[src/ubxfb_pkg.sv]
// ----------------------------------------------------------------------------
// UBX frame builder package
// Shared types and constants for the frame builder front end, command queue
// and byte sequencer.
// ----------------------------------------------------------------------------
package ubxfb_pkg;

  // Frame constants.
  localparam logic [7:0] SYNC_ONE = 8'hB5;
  localparam logic [7:0] SYNC_TWO = 8'h62;
  localparam logic [7:0] ERR_BYTE = 8'h00;

  // Default configuration.
  localparam int unsigned MAX_PAYLOAD_DEF = 256;
  localparam int unsigned QUEUE_DEPTH_DEF = 4;

  // Byte sequencer steps.
  localparam int unsigned STEP_W = 3;
  localparam logic [STEP_W-1:0] HDR_SYNC_ONE = 3'd0;
  localparam logic [STEP_W-1:0] HDR_SYNC_TWO = 3'd1;
  localparam logic [STEP_W-1:0] HDR_CLASS    = 3'd2;
  localparam logic [STEP_W-1:0] HDR_ID       = 3'd3;
  localparam logic [STEP_W-1:0] HDR_LEN_LO   = 3'd4;
  localparam logic [STEP_W-1:0] HDR_LEN_HI   = 3'd5;
  localparam logic [STEP_W-1:0] HDR_CK_A     = 3'd6;
  localparam logic [STEP_W-1:0] HDR_CK_B     = 3'd7;
  localparam logic [STEP_W-1:0] DATA_BYTE    = 3'd0;
  localparam logic [STEP_W-1:0] DATA_CK_A    = 3'd1;
  localparam logic [STEP_W-1:0] DATA_CK_B    = 3'd2;

  // Kind of work handed from the front end to the sequencer.
  typedef enum logic [1:0] {
    CMD_HDR,
    CMD_DATA,
    CMD_ERR
  } cmd_kind_t;

  // One queued command: everything the sequencer needs to emit its bytes.
  typedef struct packed {
    cmd_kind_t  kind;
    logic [7:0] class_code;
    logic [7:0] msg_id;
    logic [7:0] len_lo;
    logic [7:0] len_hi;
    logic [7:0] data;
    logic       with_ck;
    logic [7:0] ck_a;
    logic [7:0] ck_b;
  } cmd_t;

  // Queue status seen by the front end and the sequencer.
  typedef struct packed {
    logic full;
    logic not_empty;
  } queue_status_t;

endpackage

[src/ubxfb_front.sv]
// ----------------------------------------------------------------------------
// UBX frame builder front end
// Accepts input transactions, keeps the running Fletcher-8 sums and frame
// bookkeeping, and turns each transaction into one queued command.
// ----------------------------------------------------------------------------
module ubxfb_front #(
  parameter int unsigned MAX_PAYLOAD = ubxfb_pkg::MAX_PAYLOAD_DEF
) (
  input  logic                    clk,
  input  logic                    rst,
  input  logic                    in_valid,
  output logic                    in_ready,
  input  logic                    action,
  input  logic [7:0]              class_code,
  input  logic [7:0]              msg_id,
  input  logic [15:0]             frame_len,
  input  logic [7:0]              payload_byte,
  input  ubxfb_pkg::queue_status_t q_status,
  output logic                    push,
  output ubxfb_pkg::cmd_t         push_cmd
);
  import ubxfb_pkg::*;

  localparam int unsigned LEFT_W = $clog2(MAX_PAYLOAD + 1);

  logic [7:0]        sum_a;
  logic [7:0]        sum_b;
  logic [LEFT_W-1:0] bytes_left;
  logic              frame_open;

  logic [7:0]        sum_a_next;
  logic [7:0]        sum_b_next;
  logic [LEFT_W-1:0] bytes_left_next;
  logic              frame_open_next;

  logic              accept;
  logic              len_bad;
  logic [7:0]        a1, a2, a3, a4;
  logic [7:0]        b1, b2, b3, b4;
  logic [7:0]        pa, pb;

  // A transaction is taken whenever the queue has room for its command.
  assign in_ready = !q_status.full;
  assign accept   = in_valid && in_ready;
  assign push     = accept;
  assign len_bad  = frame_len > 16'(MAX_PAYLOAD);

  // Header checksum over class, id and both length bytes, from cleared sums.
  always_comb begin
    a1 = class_code;
    b1 = a1;
    a2 = a1 + msg_id;
    b2 = b1 + a2;
    a3 = a2 + frame_len[7:0];
    b3 = b2 + a3;
    a4 = a3 + frame_len[15:8];
    b4 = b3 + a4;
  end

  // Payload byte folded into the running sums.
  always_comb begin
    pa = sum_a + payload_byte;
    pb = sum_b + pa;
  end

  // Classify the transaction and work out the next frame state.
  always_comb begin
    sum_a_next          = sum_a;
    sum_b_next          = sum_b;
    bytes_left_next     = bytes_left;
    frame_open_next     = frame_open;
    push_cmd.kind       = CMD_ERR;
    push_cmd.class_code = class_code;
    push_cmd.msg_id     = msg_id;
    push_cmd.len_lo     = frame_len[7:0];
    push_cmd.len_hi     = frame_len[15:8];
    push_cmd.data       = payload_byte;
    push_cmd.with_ck    = 1'b0;
    push_cmd.ck_a       = pa;
    push_cmd.ck_b       = pb;
    if (!action) begin
      push_cmd.ck_a = a4;
      push_cmd.ck_b = b4;
      if (len_bad) begin
        frame_open_next = 1'b0;
        bytes_left_next = '0;
      end else begin
        push_cmd.kind   = CMD_HDR;
        sum_a_next      = a4;
        sum_b_next      = b4;
        if (frame_len == 16'd0) begin
          push_cmd.with_ck = 1'b1;
          frame_open_next  = 1'b0;
          bytes_left_next  = '0;
        end else begin
          frame_open_next = 1'b1;
          bytes_left_next = LEFT_W'(frame_len);
        end
      end
    end else if (frame_open && (bytes_left != '0)) begin
      push_cmd.kind   = CMD_DATA;
      sum_a_next      = pa;
      sum_b_next      = pb;
      bytes_left_next = bytes_left - LEFT_W'(1);
      if (bytes_left == LEFT_W'(1)) begin
        push_cmd.with_ck = 1'b1;
        frame_open_next  = 1'b0;
      end
    end
  end

  // Frame state registers.
  always_ff @(posedge clk) begin
    if (rst) begin
      sum_a      <= '0;
      sum_b      <= '0;
      bytes_left <= '0;
      frame_open <= 1'b0;
    end else if (accept) begin
      sum_a      <= sum_a_next;
      sum_b      <= sum_b_next;
      bytes_left <= bytes_left_next;
      frame_open <= frame_open_next;
    end
  end

  // An open frame always has payload still to come.
  a_open_left : assert property (@(posedge clk) disable iff (rst)
    frame_open == (bytes_left != '0))
    else $error("frame_open and bytes_left disagree");

  // The count never exceeds the configured maximum.
  a_left_max : assert property (@(posedge clk) disable iff (rst)
    bytes_left <= LEFT_W'(MAX_PAYLOAD))
    else $error("bytes_left above maximum payload");

  // The final payload byte closes the frame.
  a_last_close : assert property (@(posedge clk) disable iff (rst)
    (accept && action && frame_open && bytes_left == LEFT_W'(1)) |=> !frame_open)
    else $error("frame still open after its last payload byte");

endmodule

[src/ubxfb_queue.sv]
// ----------------------------------------------------------------------------
// UBX frame builder command queue
// Small first-in first-out buffer of commands between the front end and the
// byte sequencer, so that each side can stall on its own.
// ----------------------------------------------------------------------------
module ubxfb_queue #(
  parameter int unsigned DEPTH = 4
) (
  input  logic                     clk,
  input  logic                     rst,
  input  logic                     push,
  input  ubxfb_pkg::cmd_t          push_cmd,
  input  logic                     pop,
  output ubxfb_pkg::cmd_t          head,
  output ubxfb_pkg::queue_status_t status
);
  import ubxfb_pkg::*;

  localparam int unsigned PTR_W = (DEPTH > 1) ? $clog2(DEPTH) : 1;
  localparam int unsigned CNT_W = $clog2(DEPTH + 1);

  cmd_t             entries [DEPTH];
  logic [PTR_W-1:0] wr_ptr;
  logic [PTR_W-1:0] rd_ptr;
  logic [CNT_W-1:0] count;

  assign status.full      = count == CNT_W'(DEPTH);
  assign status.not_empty = count != '0;
  assign head             = entries[rd_ptr];

  // Pointers and fill count.
  always_ff @(posedge clk) begin
    if (rst) begin
      wr_ptr <= '0;
      rd_ptr <= '0;
      count  <= '0;
    end else begin
      if (push) begin
        wr_ptr <= (wr_ptr == PTR_W'(DEPTH - 1)) ? '0 : wr_ptr + PTR_W'(1);
      end
      if (pop) begin
        rd_ptr <= (rd_ptr == PTR_W'(DEPTH - 1)) ? '0 : rd_ptr + PTR_W'(1);
      end
      if (push && !pop) begin
        count <= count + CNT_W'(1);
      end else if (pop && !push) begin
        count <= count - CNT_W'(1);
      end
    end
  end

  // Command storage.
  always_ff @(posedge clk) begin
    if (push) begin
      entries[wr_ptr] <= push_cmd;
    end
  end

endmodule

[src/ubxfb_back.sv]
// ----------------------------------------------------------------------------
// UBX frame builder byte sequencer
// Walks each queued command byte by byte into a registered output stage and
// marks the checksum end, errors and the last result of each transaction.
// ----------------------------------------------------------------------------
module ubxfb_back (
  input  logic                     clk,
  input  logic                     rst,
  input  ubxfb_pkg::cmd_t          head,
  input  ubxfb_pkg::queue_status_t q_status,
  output logic                     pop,
  output logic                     out_valid,
  input  logic                     out_ready,
  output logic [7:0]               out_byte,
  output logic                     frame_end,
  output logic                     error,
  output logic                     run_last
);
  import ubxfb_pkg::*;

  logic [STEP_W-1:0] step;
  logic [STEP_W-1:0] last_step;
  logic [7:0]        sel_byte;
  logic              sel_end;
  logic              sel_err;
  logic              load;
  logic              at_last;

  // Pick the byte for the current step of the head command.
  always_comb begin
    sel_byte  = ERR_BYTE;
    sel_end   = 1'b0;
    sel_err   = 1'b0;
    last_step = HDR_SYNC_ONE;
    unique case (head.kind)
      CMD_HDR: begin
        last_step = head.with_ck ? HDR_CK_B : HDR_LEN_HI;
        sel_end   = step == HDR_CK_B;
        unique case (step)
          HDR_SYNC_ONE: sel_byte = SYNC_ONE;
          HDR_SYNC_TWO: sel_byte = SYNC_TWO;
          HDR_CLASS:    sel_byte = head.class_code;
          HDR_ID:       sel_byte = head.msg_id;
          HDR_LEN_LO:   sel_byte = head.len_lo;
          HDR_LEN_HI:   sel_byte = head.len_hi;
          HDR_CK_A:     sel_byte = head.ck_a;
          HDR_CK_B:     sel_byte = head.ck_b;
          default:      sel_byte = ERR_BYTE;
        endcase
      end
      CMD_DATA: begin
        last_step = head.with_ck ? DATA_CK_B : DATA_BYTE;
        sel_end   = step == DATA_CK_B;
        unique case (step)
          DATA_BYTE: sel_byte = head.data;
          DATA_CK_A: sel_byte = head.ck_a;
          DATA_CK_B: sel_byte = head.ck_b;
          default:   sel_byte = ERR_BYTE;
        endcase
      end
      default: begin
        sel_end = 1'b1;
        sel_err = 1'b1;
      end
    endcase
  end

  // Load the output stage from a non-empty queue whenever it is empty or being drained.
  assign load    = q_status.not_empty && (!out_valid || out_ready);
  assign at_last = step == last_step;
  assign pop     = load && at_last;

  // Control: output valid and step counter.
  always_ff @(posedge clk) begin
    if (rst) begin
      out_valid <= 1'b0;
      step      <= '0;
    end else begin
      if (load) begin
        out_valid <= 1'b1;
        step      <= at_last ? '0 : step + STEP_W'(1);
      end else if (out_ready) begin
        out_valid <= 1'b0;
      end
    end
  end

  // Output payload.
  always_ff @(posedge clk) begin
    if (load) begin
      out_byte  <= sel_byte;
      frame_end <= sel_end;
      error     <= sel_err;
      run_last  <= at_last;
    end
  end

  // An error result stands alone and ends its frame.
  a_err_alone : assert property (@(posedge clk) disable iff (rst)
    (out_valid && error) |-> (frame_end && run_last))
    else $error("error result not marked as frame end and last");

  // The checksum end is always the last result of its transaction.
  a_end_last : assert property (@(posedge clk) disable iff (rst)
    (out_valid && frame_end) |-> run_last)
    else $error("frame end not on the last result");

  // Error results carry a zero byte.
  a_err_zero : assert property (@(posedge clk) disable iff (rst)
    (out_valid && error) |-> (out_byte == ERR_BYTE))
    else $error("error result with a non-zero byte");

endmodule

[src/ubx_frame_builder.sv]
// Each accepted transaction is queued, then loaded into the registered output
// stage. Throughput: one result byte per cycle while out_ready is high and
// the queue is not empty; a start gives 6 or 8 bytes, a payload byte 1, or 3
// when it closes the frame, an error 1.
// Input is taken every cycle while the QUEUE_DEPTH command queue has room.
// Reset (synchronous, active high) closes any frame and empties the queue.
// ----------------------------------------------------------------------------
// UBX frame builder
// Builds binary GNSS command frames with sync bytes, header, payload and a
// Fletcher-8 checksum, as a stream of output bytes.
// ----------------------------------------------------------------------------
module ubx_frame_builder #(
  parameter int unsigned MAX_PAYLOAD = ubxfb_pkg::MAX_PAYLOAD_DEF,
  parameter int unsigned QUEUE_DEPTH = ubxfb_pkg::QUEUE_DEPTH_DEF
) (
  input  logic        clk,
  input  logic        rst,
  input  logic        in_valid,
  output logic        in_ready,
  input  logic        action,
  input  logic [7:0]  class_code,
  input  logic [7:0]  msg_id,
  input  logic [15:0] frame_len,
  input  logic [7:0]  payload_byte,
  output logic        out_valid,
  input  logic        out_ready,
  output logic [7:0]  out_byte,
  output logic        frame_end,
  output logic        error,
  output logic        run_last
);
  import ubxfb_pkg::*;

  logic          push;
  logic          pop;
  cmd_t          push_cmd;
  cmd_t          head;
  queue_status_t q_status;

  // Front end: classification and checksum state.
  ubxfb_front #(
    .MAX_PAYLOAD(MAX_PAYLOAD)
  ) u_front (
    .clk         (clk),
    .rst         (rst),
    .in_valid    (in_valid),
    .in_ready    (in_ready),
    .action      (action),
    .class_code  (class_code),
    .msg_id      (msg_id),
    .frame_len   (frame_len),
    .payload_byte(payload_byte),
    .q_status    (q_status),
    .push        (push),
    .push_cmd    (push_cmd)
  );

  // Command queue between the two sides.
  ubxfb_queue #(
    .DEPTH(QUEUE_DEPTH)
  ) u_queue (
    .clk     (clk),
    .rst     (rst),
    .push    (push),
    .push_cmd(push_cmd),
    .pop     (pop),
    .head    (head),
    .status  (q_status)
  );

  // Byte sequencer and output stage.
  ubxfb_back u_back (
    .clk      (clk),
    .rst      (rst),
    .head     (head),
    .q_status (q_status),
    .pop      (pop),
    .out_valid(out_valid),
    .out_ready(out_ready),
    .out_byte (out_byte),
    .frame_end(frame_end),
    .error    (error),
    .run_last (run_last)
  );

endmodule
[config.mk]
export PLATFORM = sky130hd
export DESIGN_NAME = ubx_frame_builder
export DESIGN_NICKNAME = d
export VERILOG_FILES = /design/src/ubxfb_pkg.sv /design/src/ubxfb_front.sv /design/src/ubxfb_queue.sv /design/src/ubxfb_back.sv /design/src/ubx_frame_builder.sv
export SDC_FILE = /design/constraint.sdc
export NUM_CORES = 1
export LEC_CHECK = 0
export BUFFER_PORTS_ARGS = -buffer_cell sky130_fd_sc_hd__buf_4
export CORE_ASPECT_RATIO = 1.25
export CORE_MARGIN = 8
export CORE_UTILIZATION = 56
export CTS_BUF_LIST = sky130_fd_sc_hd__clkbuf_16
export DETAILED_ROUTE_END_ITERATION = 10
export GPL_ROUTABILITY_DRIVEN = 1
export PLACE_DENSITY_LB_ADDON = 0.2
export SLEW_MARGIN = 0
export SYNTH_ARGS = -nofsm -noshare
export SYNTH_HDL_FRONTEND = slang
export SYNTH_SLANG_ARGS = --single-unit
[constraint.sdc]
create_clock -name clk -period 6.1 [get_ports clk]
set_clock_uncertainty 0.05 [all_clocks]
set_input_delay 0.915 -clock clk [delete_from_list [all_inputs] [get_ports clk]]
set_output_delay 0.915 -clock clk [all_outputs]
set_load 0.02 [all_outputs]
==> flow_metrics.env, run 1 <==
export IMPL_grt_start_max_net_pins=60
export IMPL_p_leak_nw=5.565
export IMPL_ant_nets=0
export IMPL_diodes=0
export IMPL_cts_tree="built"
export IMPL_fin_ws_ps=364.8
export IMPL_hpwl_um=20830
export IMPL_async_reset_ff_share_pct=0
export IMPL_power_density_nw_per_um2=479.9
export IMPL_crit_type="in2reg"
export IMPL_yosys_warnings=0
export IMPL_status="complete, no violations"
export IMPL_endpoint_kind="register"
export IMPL_drv_slew=0
export IMPL_timing_critical_path_required_ps=6290
export IMPL_maxSlewHeadroom_pct=27.47
export IMPL_setup_viol=0
export IMPL_synth_top_cells_by_area="edfxtp_1 (55%), mux4_2 (9.8%), dfxtp_1 (5.8%)"
export IMPL_viasPerCell=6.027
export IMPL_cts_resized=0
export IMPL_fmax_mhz=174.4
export IMPL_maxCapViolCount=0
export IMPL_final_min_clock_period_ps=5735
export IMPL_firstDrtPassIters=5
export IMPL_cts_setup_buffers=0
export IMPL_clk_pin_slew_ps=70
export IMPL_synth_most_common_cell="edfxtp_1"
export IMPL_grt_ovfl_total=0
export IMPL_cp_arrival_ps=5920
export IMPL_period_share_pct=94.02
export IMPL_synth_edf_count=247
export IMPL_clockBufferDepth=3
export IMPL_io_buffers=57
export IMPL_hold_viol=0
export IMPL_wl_per_cell_um=22.58
export IMPL_ys_seq_area_share_pct=60.52
export IMPL_cts_max_level=1
export IMPL_fillers=1706
export IMPL_grt_pass1_wl_um=47670
export IMPL_avgSynthCellArea_um2=14.41
export IMPL_synth_ff_type="edfxtp_1"
export IMPL_synth_fp_nets=1061
export IMPL_tightest_slew_ps=1081
export IMPL_gp_congestion=0.8773
export IMPL_die_y_um=189.9
export IMPL_dp_cells=1320
export IMPL_die_area_um2=29450
export IMPL_hp_class="reg2reg"
export IMPL_pin_count=58
export IMPL_cts_root_buf="clkbuf_16"
export IMPL_num_vias=8257
export IMPL_coreArea_um2=23730
export IMPL_antenna_found_initial=1
export IMPL_ys_types=59
export IMPL_grt_use_total_pct=21.41
export IMPL_synth_cell_area_um2=13550
export IMPL_final_nets=1145
export IMPL_ir_worst_vdd_mv=0.7429
export IMPL_synth_top_cell_by_area="edfxtp_1"
export IMPL_multi_input_area_um2=4980
export IMPL_cts_sinks=286
export IMPL_syn2layout_area_growth_pct=13.61
export IMPL_synth_cells=940
export IMPL_p_total_mw=7.386
export IMPL_numCtsBuffers=27
export IMPL_post_place_ws_ps=-194.2
export IMPL_clock_latency_ps=540
export IMPL_regArea_um2=8203
export IMPL_finish_utilization_pct=64.86
export IMPL_grt_pass1_vias=8432
export IMPL_routed_wl_um=30930
export IMPL_cts_hold_buffers=0
export IMPL_hold_ws_ps=415.0
export IMPL_drive_gt1_share_pct=20.57
export IMPL_rows=63
export IMPL_drtIter0Drc=784
export IMPL_initial_utilization_pct=57.09
export IMPL_die_x_um=155.1
export IMPL_start_kind="primary input"
export IMPL_synth_top_area_share_pct=54.76
export IMPL_synthTopCellsByCount="edfxtp_1 (247), nand2_1 (78), mux4_2 (59)"
export IMPL_fin_cells=1370
export IMPL_synth_seq_cells=286
export IMPL_cp_max_fo=4
export IMPL_route_detailed_drc=0
==> cell type report <==
type	count	area share, %
Timing Repair Buffer	97	4.732
Sequential cell	286	53.31
Clock buffer	27	4.391
Inverter	52	1.268
Multi-Input combinational cell	560	32.36
Tap cell	325	2.642
Clock inverter	23	1.301
==> report_power, final <==
group / total [mW] / internal, mW / leakage, nW / switching, mW
registers: 2.67 / 2.54 / 2.58 / 0.130
clock network: 1.63 / 0.937 / 0.434 / 0.690
logic: 3.09 / 1.44 / 2.55 / 1.65
total: 7.39 / 4.91 / 5.56 / 2.47
==> placed cells by master, fill, tap and decap left out, types with 7 or more instances in the layout <==
master / count
nand2_1: 78
o21ai_0: 30
nor2_1: 53
nand3_1: 8
mux4_2: 59
a32oi_1: 9
nor2b_1: 8
o21bai_1: 10
a211oi_1: 8
xnor2_1: 27
nor3_1: 14
a21o_1: 12
a21oi_1: 50
clkinv_2: 7
xor2_1: 14
clkbuf_16: 27
edfxtp_1: 247
inv_1: 54
a311oi_1: 7
fa_1: 19
dfxtp_1: 37
o21a_1: 7
a22oi_1: 15
buf_4: 97
ha_1: 57
==> registers in the layout, indices dropped and copies added, names as in the netlist, named ones only <==
| register | count |
|---|---|
| u_back.step | 3 |
| u_queue.wr_ptr | 2 |
| u_back.error | 1 |
| u_back.frame_end | 1 |
| u_back.run_last | 1 |
| u_queue.count | 3 |
| u_front.bytes_left | 9 |
| u_queue.rd_ptr | 2 |
| u_back.out_byte | 8 |
| u_back.out_valid | 1 |
| u_front.sum_a | 8 |
| u_front.sum_b | 8 |
| u_queue.entries | 236 |
| u_front.frame_open | 1 |
==> worst paths after layout <==
| check | cells past startpoint | to | start | slack (ps) |
|---|---|---|---|---|
| min reg2reg | 2 | u_front.sum_a[2]$_SDFFE_PP0P_ | u_front.sum_a[2]$_SDFFE_PP0P_ | 410 |
| min | 2 | u_front.sum_a[2]$_SDFFE_PP0P_ | u_front.sum_a[2]$_SDFFE_PP0P_ | 410 |
| max reg2reg | 11 | u_queue.count[2]$_SDFFE_PP0P_ | u_back.step[2]$_SDFFE_PP0P_ | 2520 |
| max | 24 | u_queue.entries[2][7]$_DFFE_PP_ | class_code[0] | 360 |
==> cells by family after synthesis <==
logic type	Yosys count	synth area share [%]
AO/OA/AOI/OAI	179	8.803
multiplexers	69	10.59
buffers and inverters	94	2.808
XOR/XNOR	42	2.716
adder cells (fa/ha/maj)	76	8.073
AND/OR/NAND/NOR	194	6.494
flip-flops	286	60.52
==> worst max-delay path: stages <==
cell and delay (ps):
buf_4 130, ha_1 220, fa_1 400, a21o_1 170, a21oi_1 210, xnor2_1 170, ha_1 280, inv_1 80
nor2_1 40, a21oi_1 210, xnor2_1 170, ha_1 310, xor2_2 200, fa_1 480, fa_1 540, inv_1 50
ha_1 300, o21a_1 110, o31a_1 100, o21ai_1 170, nand3_1 120, and3_1 190, mux2i_1 170, nand2_1 170
==> metal layers <==
| layer | GRT usage, % | share of wire [%] | vias up |
|---|---|---|---|
| met2 | 35.93 | 49 | 333 |
| met3 | 4.631 | 7.4 | 78 |
| met4 | 10.73 | 4.9 | 2 |
| li1 | - | - | 3764 |
| met5 | 0 | 0.032 | - |
| met1 | 25.84 | 38 | 4080 |
==> through the flow <==
step	instance area (um^2)	TNS, ps
global route	15390	-31.56
detailed placement	14510	-898.5
CTS	15380	0
finish	15390	0
global placement	14510	-425.3
floorplan	13550	0
Power figures use the tool's default switching activity.
==> run 2: changes to the inputs <==
ABC_AREA = 1   (was default)
==> run 2 against run 1 <==
Compared with the run above: final cell count grew 32%; critical path depth grew 7; largest cell class unchanged; utilization is 0.53 points lower; via count increased by 27%; register-to-register slack is essentially flat.
==> flow_metrics.env, run 2 <==
export IMPL_drv_slew=0
export IMPL_cp_arrival_ps=5930
export IMPL_syn2layout_area_growth_pct=14.05
export IMPL_synth_seq_cells=286
export IMPL_ant_nets=0
export IMPL_numCtsBuffers=28
export IMPL_final_min_clock_period_ps=5702
export IMPL_power_density_nw_per_um2=490.1
export IMPL_viasPerCell=5.782
export IMPL_hold_depth=2
export IMPL_drtIter0Drc=967
export IMPL_regToRegSetupSlack_ps=2520
export IMPL_hpwl_um=24750
export IMPL_ir_worst_vdd_mv=0.2947
export IMPL_worst_path_most_repeated_cell="nand2_1"
export IMPL_ys_types=48
export IMPL_crit_slowest_cell="fa_1"
export IMPL_r2r_cells=19
export IMPL_cts_hold_buffers=0
export IMPL_cts_max_level=1
export IMPL_clockBufferDepth=3
export IMPL_maxSlewHeadroom_pct=27.22
export IMPL_tightest_slew_ps=1089
export IMPL_rsz0062_at_grt="no"
export IMPL_die_y_um=193.3
export IMPL_die_x_um=157.8
export IMPL_ys_seq_area_share_pct=58.21
export IMPL_pin_count=58
export IMPL_synth_edf_count=247
export IMPL_num_vias=10470
export IMPL_grt_pass1_wl_um=56350
export IMPL_cts_root_buf="clkbuf_16"
export IMPL_crit_type="in2reg"
export IMPL_hold_viol=0
export IMPL_hp_class="reg2reg"
export IMPL_tns_ps=0
export IMPL_gp_congestion=0.9593
export IMPL_clk_pin_slew_ps=70
export IMPL_status="complete, no violations"
export IMPL_largest_register_ffs=236
export IMPL_final_common_cell="nand2_1"
export IMPL_most_common_layout_cells="nand2_1 (276), edfxtp_1 (247), inv_1 (131)"
export IMPL_cp_max_fo=4
export IMPL_slowest_delay_ps=460
export IMPL_yosys_warnings=0
export IMPL_setup_viol=0
export IMPL_hold_ws_ps=422.4
export IMPL_period_share_pct=93.48
export IMPL_timing_critical_path_required_ps=6320
export IMPL_synth_fp_nets=1488
export IMPL_fmax_mhz=175.4
export IMPL_synth_ff_type="edfxtp_1"
export IMPL_synth_top_cells_by_area="edfxtp_1 (53%), nand2_1 (7.4%), dfxtp_1 (5.5%)"
export IMPL_async_reset_ff_share_pct=0
export IMPL_grt_ovfl_total=0
export IMPL_drive_gt1_share_pct=12.69
export IMPL_route_detailed_drc=0
export IMPL_grt_use_total_pct=23.98
export IMPL_clock_latency_ps=540
export IMPL_io_buffers=57
export IMPL_endpoint_kind="register"
export IMPL_synth_top_cell_by_area="edfxtp_1"
export IMPL_wl_per_cell_um=20.00
export IMPL_synth_cells=1367
export IMPL_synth_cell_area_um2=14080
export IMPL_coreArea_um2=24970
export IMPL_synthTopCellsByCount="nand2_1 (276), edfxtp_1 (247), inv_1 (123)"
export IMPL_grt_start_max_net_pins=84
export IMPL_cts_sinks=286
export IMPL_start_kind="primary input"
export IMPL_initial_utilization_pct=56.40
export IMPL_rows=65
export IMPL_synth_top_area_share_pct=52.67
export IMPL_final_nets=1573
export IMPL_routed_wl_um=36210
export IMPL_p_leak_nw=6.528
export IMPL_cts_tree="built"
export IMPL_maxCapViolCount=0
export IMPL_firstDrtPassIters=5
export IMPL_grt_pass1_vias=10270
export IMPL_die_area_um2=30510
export IMPL_avgSynthCellArea_um2=10.30
export IMPL_synth_most_common_cell="nand2_1"
export IMPL_top_register="u_queue.entries"
export IMPL_antenna_found_initial=0
export IMPL_reg_largest_list="u_queue.entries: 236 flops, u_front.bytes_left: 9 flops"
## run 2: cell types whose count changed after synthesis, moves of 38 or more
cell	before	now
nand2_1	78	276
o21ai_0	31	114
nand3_1	8	85
inv_1	52	123
nor2_1	53	114
mux4_2	59	0
a21oi_1	50	88
## run 2: timing repair
action	CTS	global route
endpoints found under the setup margin	0	5
gates resized for setup	0	5
buffers inserted	0	2
## run 2: power breakdown
group          switching, mW  total [mW]  internal [mW]
Clock                  0.742        1.85           1.10
Sequential             0.122        2.70           2.58
Combinational           2.06        3.32           1.26
## run 2: final timing paths
check,from,end
setup / recovery,class_code[0],u_queue.entries[2][7]$_DFFE_PP_
hold / removal,u_front.sum_b[4]$_SDFFE_PP0P_,u_front.sum_b[4]$_SDFFE_PP0P_
setup reg to reg,register,u_queue.count[2]$_SDFFE_PP0P_
hold reg to reg,u_front.sum_b[4]$_SDFFE_PP0P_,u_front.sum_b[4]$_SDFFE_PP0P_
## run 2: stage by stage
stage / cells / power, mW / cell area [um^2] / setup WS [ps] / utilization [%]
after floorplan: 1367 / 4.823 / 14080 / 176.4 / -
final: 1810 / 7.870 / 16060 / 397.8 / 64.32
after CTS: 1807 / 7.811 / 16010 / 268.5 / 64.13
after detailed placement: 1755 / 5.963 / 15010 / -278.8 / 60.12
after global routing: 1809 / 8.394 / 16060 / 24.58 / 64.31
after global placement: 1755 / 5.896 / 15010 / -122.6 / 60.12
## run 2: worst max-delay path: cells and delay by family
kind,cells,cell delay (ps)
fa+ha+maj,7,2470
simple gates,12,990
xor+xnor,3,590
compound gates,4,560
buf+inv,5,370
## run 2: kinds of logic after synthesis
| group | after synthesis | share of synthesized area (%) |
|---|---|---|
| AOI/OAI and AO/OA | 284 | 11.18 |
| xor gates and xnor gates | 32 | 1.990 |
| adders and majority gates | 76 | 7.765 |
| buffers and inverters | 180 | 5.713 |
| DFF | 286 | 58.21 |
| muxes | 1 | 0.07108 |
| and+or+nand+nor | 508 | 15.07 |
## run 2: cell type report
class	instances	area (um^2)
Antenna cell	1	2.502
Clock buffer	30	750.7
Clock inverter	22	251.5
Fill cell	2021	8907
Inverter	129	491.7
Multi-Input combinational cell	901	5146
Sequential cell	286	8203
Tap cell	335	419.2
Timing Repair Buffer	106	795.8
## run 2: per-layer routing
layer / share of wire, % / GRT usage [%]
met5: 0 / 0
met1: 40 / 30.19
met3: 6.3 / 2.609
met2: 49 / 40.47
met4: 4.5 / 11.34
==> run 3: changes to the inputs <==
RECOVER_POWER = 100   (was default)
SYNTH_HIERARCHICAL = 1   (was default)
==> run 3 against run 2 <==
Compared with the run above: the flow now finishes with violations (capacitance limit, slew limit); critical path depth down 2; sequential power about the same; sequential cell count is the same; first-iteration DRC count fell by 24%; global-route usage is 1.3 points lower; largest cell class unchanged.
==> flow_metrics.env, run 3 <==
export IMPL_status="complete, but fails checks"
export IMPL_violations="capacitance limit, slew limit"
export IMPL_synth_xor_area_share_pct=1.638
export IMPL_crit_slowest_cell="fa_1"
export IMPL_grt_pass1_vias=9777
export IMPL_maxCapViolCount=6
export IMPL_start_kind="primary input"
export IMPL_drv_slew=253
export IMPL_cts_hold_buffers=0
export IMPL_synth_fp_nets=1557
export IMPL_power_density_nw_per_um2=466.6
export IMPL_synth_most_common_cell="edfxtp_1"
export IMPL_top_register="u_queue/entries"
export IMPL_reg_largest_list="u_queue/entries: 236 flops, u_front/bytes_left: 9 flops"
export IMPL_initial_utilization_pct=57.09
export IMPL_die_y_um=195.5
export IMPL_synth_simple_gate_area_share_pct=14.61
export IMPL_ant_nets=0
export IMPL_largest_register_ffs=236
export IMPL_cts_sinks=286
export IMPL_grt_use_total_pct=22.72
export IMPL_synth_top_cells_by_area="edfxtp_1 (51%), nand2_1 (6.1%), dfxtp_1 (5.4%)"
export IMPL_wl_per_cell_um=20.07
export IMPL_avgSynthCellArea_um2=10.05
export IMPL_routed_top_layer="met4"
export IMPL_cts_root_buf="clkbuf_16"
export IMPL_final_common_cell="edfxtp_1"
export IMPL_rows=65
export IMPL_crit_type="in2reg"
export IMPL_synth_ff_type="edfxtp_1"
export IMPL_diodes=0
export IMPL_num_vias=10180
export IMPL_fmax_mhz=180.9
export IMPL_final_min_clock_period_ps=5526
export IMPL_synth_edf_count=247
export IMPL_firstDrtPassIters=5
export IMPL_viasPerCell=5.669
export IMPL_cts_max_level=1
export IMPL_synth_adder_area_share_pct=7.574
export IMPL_cts_resized=0
export IMPL_tightest_slew_ps=2370
export IMPL_post_place_ws_ps=102.2
export IMPL_grt_ovfl_total=0
export IMPL_drive_gt1_share_pct=5.000
export IMPL_syn2layout_area_growth_pct=6.646
export IMPL_io_buffers=57
export IMPL_synth_seq_cells=286
export IMPL_endpoint_kind="register"
export IMPL_slowest_delay_ps=450
export IMPL_yosys_warnings=6
export IMPL_synth_compound_area_share_pct=11.75
export IMPL_p_leak_nw=6.061
export IMPL_clockBufferDepth=3
export IMPL_antenna_found_initial=0
export IMPL_synth_top_area_share_pct=51.37
export IMPL_async_reset_ff_share_pct=0
export IMPL_cp_max_fo=7
export IMPL_drt_met1_wl_um=14290
export IMPL_grt_start_max_net_pins=109
export IMPL_worst_path_most_repeated_cell="nand2_1"
export IMPL_synth_area_mux_share_pct=0
export IMPL_pin_count=58
export IMPL_hpwl_um=24690
export IMPL_fin_cells=1795
export IMPL_setup_viol=0
export IMPL_clock_latency_ps=540
export IMPL_ys_seq_area_share_pct=56.78
export IMPL_synth_top_cell_by_area="edfxtp_1"
export IMPL_dp_cells=1745
export IMPL_maxSlewHeadroom_pct=-58.00
export IMPL_most_common_layout_cells="edfxtp_1 (247), nand2_1 (236), nor2_1 (185)"
export IMPL_fin_ws_ps=573.5
export IMPL_clk_pin_slew_ps=60
export IMPL_routed_wl_um=36030
export IMPL_final_nets=1560
export IMPL_ir_worst_vdd_mv=0.3280
export IMPL_drtIter0Drc=731
export IMPL_synth_top_family_by_area="simple AND/OR/NAND/NOR gates"
export IMPL_gp_congestion=0.9066
export IMPL_cts_tree="built"
export IMPL_synth_cell_area_um2=14440
export IMPL_synth_cells=1436
export IMPL_die_area_um2=31210
export IMPL_ys_types=44
export IMPL_hold_viol=0
export IMPL_coreArea_um2=25290
export IMPL_grt_pass1_wl_um=54680
export IMPL_period_share_pct=90.60
export IMPL_wl_met3_um=2379
export IMPL_rsz0062_at_grt="no"
export IMPL_synthTopCellsByCount="edfxtp_1 (247), nand2_1 (235), nor2_1 (184)"
export IMPL_tns_ps=0
export IMPL_wl_met2_um=17340
export IMPL_cts_setup_buffers=0
export IMPL_route_detailed_drc=0
export IMPL_numCtsBuffers=27
export IMPL_cp_arrival_ps=5740
export IMPL_hp_class="reg2reg"
export IMPL_die_x_um=159.6
export IMPL_timing_critical_path_required_ps=6310
run 3: changes by cell type after synthesis, moves of 7 or more:
cell,delta
o21ai_0,+41
nand3_1,-22
nand2_1,-41
o22ai_1,+33
a21oi_1,-30
buf_4,+34
o21ai_1,-7
clkbuf_2,+7
nor2_1,+70
run 3: cell families (layout without fill, tap and decap cells):
| group | count (synthesis) | in the layout |
|---|---|---|
| flops | 286 | 286 |
| compound gates | 311 | 311 |
| fa+ha+maj | 76 | 76 |
| buf+inv | 223 | 247 |
| simple gates | 513 | 513 |
| xor+xnor | 27 | 27 |
run 3: worst paths after layout:
check        slack (ps)  depth (start not counted)                     startpoint                              end
max reg2reg         980                         14                       register    u_queue/count[1]$_SDFFE_PP0P_
min reg2reg         430                          2  u_front/sum_b[0]$_SDFFE_PP0P_    u_front/sum_b[0]$_SDFFE_PP0P_
max                 570                         29                  class_code[0]  u_queue/entries[0][7]$_DFFE_PP_
min                 430                          2  u_front/sum_b[0]$_SDFFE_PP0P_    u_front/sum_b[0]$_SDFFE_PP0P_
run 3: per-stage QoR:
stage	hold slack, ps	power, mW	util [%]	instance area (um^2)
6_report	425.0	7.185	60.88	15400
5_1_grt	441.2	7.681	60.88	15400
4_1_cts	424.8	7.286	61.91	15660
3_5_place_dp	415.1	5.589	58.35	14760
3_3_place_gp	405.8	5.557	58.35	14760
2_1_floorplan	397.2	4.723	-	14440
run 3: layer usage:
| metal | GRT usage, % | up-vias |
|---|---|---|
| li1 | - | 4932 |
| met1 | 27.54 | 4804 |
| met2 | 38.01 | 359 |
| met3 | 3.914 | 81 |
| met4 | 12.64 | 0 |
| met5 | 0 | - |
run 3: power by group:
group | internal, mW | switching (mW)
logic | 0.872 | 1.95
registers | 2.58 | 0.0963
clock network | 0.981 | 0.709
total | 4.43 | 2.76
run 3: layout make-up:
cell class,count,area (um^2)
flip-flops and latches,286,8199
repair buffers,68,282.8
clock buffers,27,675.6
clock inverters,23,225.2
multi-input cells,927,5110
fillers,2123,9894
inverters,129,486.7
well taps,335,419.2
run 3: critical path: cells and delay by family:
family,cells,cell delay [ps]
and+or+nand+nor,12,1060
xor gates and xnor gates,3,640
AOI/OAI and AO/OA,3,620
buffers and inverters,5,460
adders and majority gates,6,2020
